===== src/rtl/arc_pkg.sv =====
// Shared types, constants and helpers of the activity record correlator.
package arc_pkg;

  localparam int MAP_ENTRIES = 1024;
  localparam int MAP_AW = (MAP_ENTRIES > 1) ? $clog2(MAP_ENTRIES) : 1;
  localparam int MAP_CW = $clog2(MAP_ENTRIES + 1);

  localparam logic [1:0] CMD_CLEAR   = 2'd0;
  localparam logic [1:0] CMD_NOTE    = 2'd1;
  localparam logic [1:0] CMD_RESOLVE = 2'd2;

  localparam logic [31:0] KIND_KERNEL  = 32'd10;
  localparam logic [31:0] KIND_MAPPING = 32'd39;
  localparam logic [15:0] MAPPING_MIN_BYTES = 16'd24;
  localparam logic [15:0] KERNEL_MIN_BYTES  = 16'd96;
  localparam logic [31:0] CNT_MAX = 32'hFFFF_FFFF;

  typedef enum logic [2:0] {
    ST_IGNORED  = 3'd0,
    ST_STORED   = 3'd1,
    ST_ZERO_ID  = 3'd2,
    ST_FULL     = 3'd3,
    ST_REJECTED = 3'd4,
    ST_UNMAPPED = 3'd5,
    ST_RESOLVED = 3'd6,
    ST_CLEARED  = 3'd7
  } status_t;

  typedef enum logic [1:0] {
    S_IDLE,
    S_SCAN,
    S_PUSH
  } state_t;

  typedef struct packed {
    logic [1:0]  cmd;
    logic [15:0] record_bytes;
    logic [31:0] record_kind;
    logic [63:0] word_at_8;
    logic [63:0] word_at_16;
    logic [63:0] word_at_24;
    logic [31:0] word_at_92;
  } in_item_t;

  typedef struct packed {
    status_t     status;
    logic [63:0] external_id;
    logic [63:0] start_ns;
    logic [63:0] end_ns;
    logic [31:0] correlation_id;
    logic [31:0] kernel_count;
    logic [31:0] rejected_count;
    logic [31:0] dropped_count;
  } out_item_t;

  typedef struct packed {
    logic [31:0] corr_id;
    logic [63:0] ext_id;
  } map_entry_t;

  typedef struct packed {
    logic              we;
    logic [MAP_AW-1:0] addr;
    map_entry_t        data;
  } map_wr_t;

  function automatic logic [31:0] sat_inc(input logic [31:0] v);
    sat_inc = (v == CNT_MAX) ? v : v + 32'd1;
  endfunction

endpackage


===== src/rtl/arc_ctrl.sv =====
// Command decode, counters and the map walk for kernel resolution.
module arc_ctrl (
  input  logic                       clk,
  input  logic                       rst_n,
  input  logic                       in_valid,
  output logic                       in_ready,
  input  arc_pkg::in_item_t          in_data,
  output logic                       res_valid,
  input  logic                       res_ready,
  output arc_pkg::out_item_t         res_data,
  output arc_pkg::map_wr_t           map_wr,
  output logic [arc_pkg::MAP_AW-1:0] map_rd_addr,
  input  arc_pkg::map_entry_t        map_rd_data
);

  arc_pkg::state_t             state_r, state_nxt;
  logic [arc_pkg::MAP_CW-1:0]  used_r, used_nxt;
  logic [arc_pkg::MAP_CW-1:0]  idx_r, idx_nxt;
  logic                        chk_r, chk_nxt;
  logic [31:0]                 kern_r, kern_nxt;
  logic [31:0]                 rej_r, rej_nxt;
  logic [31:0]                 drop_r, drop_nxt;
  arc_pkg::out_item_t          res_r, res_nxt;
  logic                        in_fire;
  logic                        issue;
  logic                        hit;
  logic                        note_ok;
  logic                        kern_ok;
  logic                        bad_times;

  assign in_fire   = in_valid && in_ready;
  assign issue     = (state_r == arc_pkg::S_SCAN) && (idx_r < used_r);
  assign hit       = chk_r && (map_rd_data.corr_id == res_r.correlation_id);
  assign note_ok   = (in_data.record_kind == arc_pkg::KIND_MAPPING) &&
                     (in_data.record_bytes >= arc_pkg::MAPPING_MIN_BYTES);
  assign kern_ok   = (in_data.record_kind == arc_pkg::KIND_KERNEL) &&
                     (in_data.record_bytes >= arc_pkg::KERNEL_MIN_BYTES);
  assign bad_times = (in_data.word_at_16 == 64'd0) || (in_data.word_at_24 == 64'd0) ||
                     (in_data.word_at_24 < in_data.word_at_16);

  assign map_rd_addr = idx_r[arc_pkg::MAP_AW-1:0];

  always_comb begin
    res_data                = res_r;
    res_data.kernel_count   = kern_r;
    res_data.rejected_count = rej_r;
    res_data.dropped_count  = drop_r;
  end

  always_ff @(posedge clk) begin
    if (!rst_n) begin
      state_r <= arc_pkg::S_IDLE;
      used_r  <= '0;
      chk_r   <= 1'b0;
      kern_r  <= '0;
      rej_r   <= '0;
      drop_r  <= '0;
    end else begin
      state_r <= state_nxt;
      used_r  <= used_nxt;
      chk_r   <= chk_nxt;
      kern_r  <= kern_nxt;
      rej_r   <= rej_nxt;
      drop_r  <= drop_nxt;
    end
  end

  always_ff @(posedge clk) begin
    idx_r <= idx_nxt;
    res_r <= res_nxt;
  end

  always_comb begin
    state_nxt = state_r;
    used_nxt  = used_r;
    idx_nxt   = idx_r;
    chk_nxt   = chk_r;
    kern_nxt  = kern_r;
    rej_nxt   = rej_r;
    drop_nxt  = drop_r;
    res_nxt   = res_r;
    map_wr    = '0;
    in_ready  = 1'b0;
    res_valid = 1'b0;

    case (state_r)
      arc_pkg::S_IDLE: begin
        in_ready = 1'b1;
        if (in_valid) begin
          res_nxt   = '0;
          res_nxt.status = arc_pkg::ST_IGNORED;
          state_nxt = arc_pkg::S_PUSH;
          case (in_data.cmd)
            arc_pkg::CMD_CLEAR: begin
              used_nxt       = '0;
              res_nxt.status = arc_pkg::ST_CLEARED;
            end
            arc_pkg::CMD_NOTE: begin
              if (note_ok) begin
                res_nxt.correlation_id = in_data.word_at_16[31:0];
                if (in_data.word_at_16[31:0] == 32'd0) begin
                  res_nxt.status = arc_pkg::ST_ZERO_ID;
                end else if (used_r >= arc_pkg::MAP_CW'(arc_pkg::MAP_ENTRIES)) begin
                  drop_nxt       = arc_pkg::sat_inc(drop_r);
                  res_nxt.status = arc_pkg::ST_FULL;
                end else begin
                  map_wr.we           = 1'b1;
                  map_wr.addr         = used_r[arc_pkg::MAP_AW-1:0];
                  map_wr.data.corr_id = in_data.word_at_16[31:0];
                  map_wr.data.ext_id  = in_data.word_at_8;
                  used_nxt            = used_r + arc_pkg::MAP_CW'(1);
                  res_nxt.status      = arc_pkg::ST_STORED;
                end
              end
            end
            arc_pkg::CMD_RESOLVE: begin
              if (kern_ok) begin
                if (bad_times) begin
                  rej_nxt        = arc_pkg::sat_inc(rej_r);
                  res_nxt.status = arc_pkg::ST_REJECTED;
                end else begin
                  kern_nxt               = arc_pkg::sat_inc(kern_r);
                  res_nxt.status         = arc_pkg::ST_UNMAPPED;
                  res_nxt.start_ns       = in_data.word_at_16;
                  res_nxt.end_ns         = in_data.word_at_24;
                  res_nxt.correlation_id = in_data.word_at_92;
                  idx_nxt                = '0;
                  chk_nxt                = 1'b0;
                  if (used_r != '0) begin
                    state_nxt = arc_pkg::S_SCAN;
                  end
                end
              end
            end
            default: begin
              res_nxt.status = arc_pkg::ST_IGNORED;
            end
          endcase
        end
      end
      arc_pkg::S_SCAN: begin
        // one read issued per cycle, compared when its data returns
        if (hit) begin
          res_nxt.external_id = map_rd_data.ext_id;
          res_nxt.status      = arc_pkg::ST_RESOLVED;
          chk_nxt             = 1'b0;
          state_nxt           = arc_pkg::S_PUSH;
        end else if (!issue && !chk_r) begin
          state_nxt = arc_pkg::S_PUSH;
        end else begin
          if (issue) begin
            idx_nxt = idx_r + arc_pkg::MAP_CW'(1);
          end
          chk_nxt = issue;
        end
      end
      arc_pkg::S_PUSH: begin
        res_valid = 1'b1;
        if (res_ready) begin
          state_nxt = arc_pkg::S_IDLE;
        end
      end
      default: begin
        state_nxt = arc_pkg::S_IDLE;
      end
    endcase
  end

`ifndef SYNTH
  a_wr_on_accept: assert property (@(posedge clk) disable iff (!rst_n)
    map_wr.we |-> in_fire && (in_data.cmd == arc_pkg::CMD_NOTE))
    else $error("map written outside a note beat");

  a_used_bound: assert property (@(posedge clk) disable iff (!rst_n)
    used_r <= arc_pkg::MAP_CW'(arc_pkg::MAP_ENTRIES))
    else $error("map fill count beyond capacity");

  a_scan_stable: assert property (@(posedge clk) disable iff (!rst_n)
    (state_r == arc_pkg::S_SCAN) && $past(state_r == arc_pkg::S_SCAN) |->
      $stable(used_r) && $stable(kern_r))
    else $error("state changed during map walk");

  a_kern_mono: assert property (@(posedge clk) disable iff (!rst_n)
    $past(rst_n) |-> kern_r >= $past(kern_r))
    else $error("kernel counter went backward");

  a_short_path: assert property (@(posedge clk) disable iff (!rst_n)
    in_fire && (in_data.cmd != arc_pkg::CMD_RESOLVE) |=> state_r == arc_pkg::S_PUSH)
    else $error("non-resolve beat did not go straight to result");
`endif

endmodule


===== config.mk =====
export PLATFORM = sky130hd
export DESIGN_NAME = arc_ctrl
export DESIGN_NICKNAME = d
export VERILOG_FILES = /design/src/rtl/arc_pkg.sv /design/src/rtl/arc_ctrl.sv
export SDC_FILE = /design/constraint.sdc
export NUM_CORES = 1
export LEC_CHECK = 0
export BUFFER_PORTS_ARGS = -buffer_cell sky130_fd_sc_hd__buf_2
export CAP_MARGIN = 20
export CORE_AREA = 2 2 319 321
export DETAILED_ROUTE_END_ITERATION = 10
export DIE_AREA = 0 0 321 323
export PLACE_DENSITY = 0.41
export SYNTH_ARGS = -nofsm -noshare
export SYNTH_HDL_FRONTEND = slang
export SYNTH_SLANG_ARGS = --single-unit

===== constraint.sdc =====
create_clock -name clk -period 14.9 [get_ports clk]
set_clock_uncertainty 0.05 [all_clocks]
set_input_delay 2.98 -clock clk [delete_from_list [all_inputs] [get_ports clk]]
set_output_delay 2.98 -clock clk [all_outputs]
set_load 0.01 [all_outputs]

==> impl_metrics.yaml <==
status:
  status: "finished, final reports clean"
worst_setup_path:
  r2r_start: "state_r[1]"
  critical_path.most_common_cell: "buf_2"
  delay_heaviest_family_cp: "simple AND/OR/NAND/NOR gates"
  cpMaxStageDelayCell: "buf_4"
  req_time_crit_path_ps: 11870
  worst_ep_arrival_time_ps: 5810
  crit-reg2reg-capture: "rej_r[18]"
  crit_fanout: 75
  delay_of_the_slowest_cell_on_the_worst_path_ps: 550
  worst_setup_path_end_kind: "output port"
  category_of_the_worst_setup_path_launch_point: "primary input"
  timing.critical_path.buf_inv: 4
  path_cells: "buf_2 > inv_1 > ha_1 > nand2_1 > nor3_1 > and4b_1 > nor4b_2 > buf_4 > and2_1 > buf_2"
  criticalPathCategory: "in2out"
  depth_of_the_most_critical_reg_to_reg_path: 8
  reg2reg_slack_ps: 10610
drt:
  detailedRoute.firstIterationViolations: 1094
  drtAntennaViolNets: 0
  num_vias: 16500
  drc: 0
  post_drt_via_cell_ratio: 4.25
  wire_length_reported_by_the_detailed_router_um: 80600
  dr.pass1.iters: 5
  detail_route.wl_per_cell_um: 20.8
final_layout:
  finished_core_util: 0.248
  mostFrequentLayoutCell: "buf_2"
  mostFrequentLayoutCells: "buf_2 (812), and2_1 (245), edfxtp_1 (238)"
  final_layout_size_suffix_gt1_frac: 0.355
  final_net_count: 2982
  seqCellArea_sq_um: 9350
  final_cell_count_no_fill: 3875
  stdcell_area_sq_um: 24900
  fillCellCount: 11000
  multiInputGateArea_sq_um: 7860
  flow.area_growth_from_synthesis_pct: 39.3
floorplanning:
  core_area_sq_um: 101000
  start_util: 0.178
  fp.dieArea_sq_um: 104000
  die_width_um: 321
  ioPinCount: 816
  dieHeight_um: 323
  core.rowCount: 117
global_routing:
  grt-ovfl-total: 0
  global_route_wire_length_before_repair_um: 111000
  track_usage: 0.147
  antenna_found_initial: 11
  grt_start_max_net_pins: 75
  grt_pass1_vias: 15800
clocking:
  total_clock_buffers_created_by_cts: 46
  ctsRootBufferMaster: "clkbuf_16"
  cts-resized-gates: 0
  post_cts_buffers: 0
  clock_tree.htree_level_count: 2
  post_cts_hold_buffer_count: 0
  tritoncts: "yes"
  insertion_delay_ps: 590
  cts-root-to-sink-buffers: 3
  clock-sinks: 348
  cts.reportedPaths.clkPinSlew_ps: 60
worst_hold_path:
  min_delay_worst_endpoint: "rej_r[29]"
  worstHoldPathCells: 2
  hp-start: "rej_r[29]"
  min_path_type: "reg2reg"
logic_synthesis:
  yosys.area_share.adder: 0.0580
  ys_types: 58
  synth_simple_gate_area_frac: 0.249
  synth_edf_count: 238
  yosys.area.top_type: "edfxtp_1"
  yosysWarnings: 0
  synth_xor_xnor_area_share: 0.0347
  synth_top_area_frac: 0.399
  syn_nets: 2188
  synth_compound_area_frac: 0.0882
  ys_async_sr_fraction: 0
  combinational_family_with_the_most_area_after_synthesis: "simple AND/OR/NAND/NOR gates"
  synth.mux.area_fraction: 0.00678
  synth.ff_latch_count: 348
  ys.flop_type: "edfxtp_1"
  syn-cell-area_sq_um: 17900
  synth_top_cells_by_area: "edfxtp_1 (40%), dfxtp_1 (12%), and2_1 (8.6%)"
  avgSynthCellArea_sq_um: 10.3
  synth_cells: 1731
  ys_seq_area_frac: 0.522
pwr:
  switching_share: 0.262
  comb_power_share: 0.110
  power_leakage_nw: 10.6
  power.net_switching_uw: 660
  ir_drop_v: 0.0000844
  p_int_mw: 1.85
  fraction_of_power_consumed_by_the_clock_network: 0.452
  seq_power_share: 0.437
  power.density_nw_per_um2: 101
  p_total_mw: 2.51
sta:
  slew_of_the_pin_with_the_lowest_slew_margin_ps: 1030
  slew_headroom: 0.309
  grt_setup_unrepaired: "false"
  final.setup.tns_ps: 0
  setup_viol_count_final: 0
  hold-worst-slack_ps: 443
  max_freq_mhz: 113
  period_needed_ps: 8840
  finalHoldViolations: 0
  setup_ws_ps: 6060
  maxSlewViolCount: 0
  fin_crit_share: 0.593
placement:
  placed_area_sq_um: 23400
  gp_routability_congestion: 0.822
  placedCellCount: 3786
  pre_cts_slack_ps: 6060
  dp_hpwl_um: 63200
  port-buffer-count: 812
flow_run:
  max_cap_violations: 0
[how the worst max path moves through the flow]
stage / start / cells after the start / to
5_1_grt: in_data[273] / 10 / map_wr[8]
3_5_place_dp: in_data[273] / 10 / map_wr[8]
3_3_place_gp: in_data[273] / 10 / map_wr[8]
2_1_floorplan: map_rd_data[68] / 6 / res_data[256]
4_1_cts: in_data[273] / 10 / map_wr[8]
6_report: in_data[273] / 10 / map_wr[8]
[worst register-to-register path: stages, from the launching register on]
cell and delay [ps]:
dfxtp_1 400, nor2_1 310, nand2_1 380, inv_6 500
buf_4 870, o311ai_0 450, or3_4 580, or4_1 510
a21oi_1 150
[metal layers]
metal	share of wire	GRT usage	wire length, um	vias up
li1	-	-	-	7911
met1	0.40	0.170	32200	7837
met2	0.51	0.270	41500	597
met3	0.062	0.0302	4980	102
met4	0.024	0.0443	1900	10
met5	0.00073	0	59	-
[logic make-up (layout without fill, tap and decap cells)]
| family | after synthesis | count (layout) |
|---|---|---|
| fa+ha+maj | 83 | 83 |
| simple gates | 789 | 789 |
| mux | 12 | 12 |
| buf+inv | 182 | 1011 |
| xor+xnor | 71 | 71 |
| compound gates | 246 | 246 |
| flops | 348 | 348 |
| other cells | 0 | 6 |
[sequential cells by signal, summed over array words and instances, names as in the netlist]
name,cells
chk_r,1
drop_r,32
idx_r,11
kern_r,32
rej_r,32
res_data,227
state_r,2
used_r,11
[cells in the mapped netlist, types with 8 or more instances]
library cell,n
nor3_1,87
xnor2_1,60
edfxtp_1,238
nand2_1,76
nor2_1,77
clkbuf_1,66
buf_4,10
a21o_1,13
and3_1,22
inv_1,97
a22o_1,32
nand3_1,56
o21ai_0,56
dfxtp_1,110
and2_1,245
nor4_1,60
or4_1,12
and4_1,13
or3_1,49
mux2i_1,11
xor2_1,11
o31ai_1,11
nand4_1,54
a21oi_1,87
nand2b_1,17
ha_1,83
o311ai_0,8
[final cells by class]
class                      instances  area share
sequential                       348       0.375
multi-input combinational       1201       0.315
timing repair buffer             830       0.168
tap                             1309      0.0657
clock buffer                      64      0.0517
inverter                          98      0.0150
clock inverter                    19     0.00853
antenna                            6    0.000602
[power groups by stage]
stage / combinational (mW) / sequential (mW) / clock [mW]
global placement: 0.284 / 1.12 / 0
finish: 0.277 / 1.10 / 1.14
floorplan: 0.0857 / 1.15 / 0
CTS: 0.284 / 1.10 / 1.18
global route: 0.302 / 1.10 / 1.21
detailed placement: 0.283 / 1.12 / 0
(Power assumes the default switching activity.)
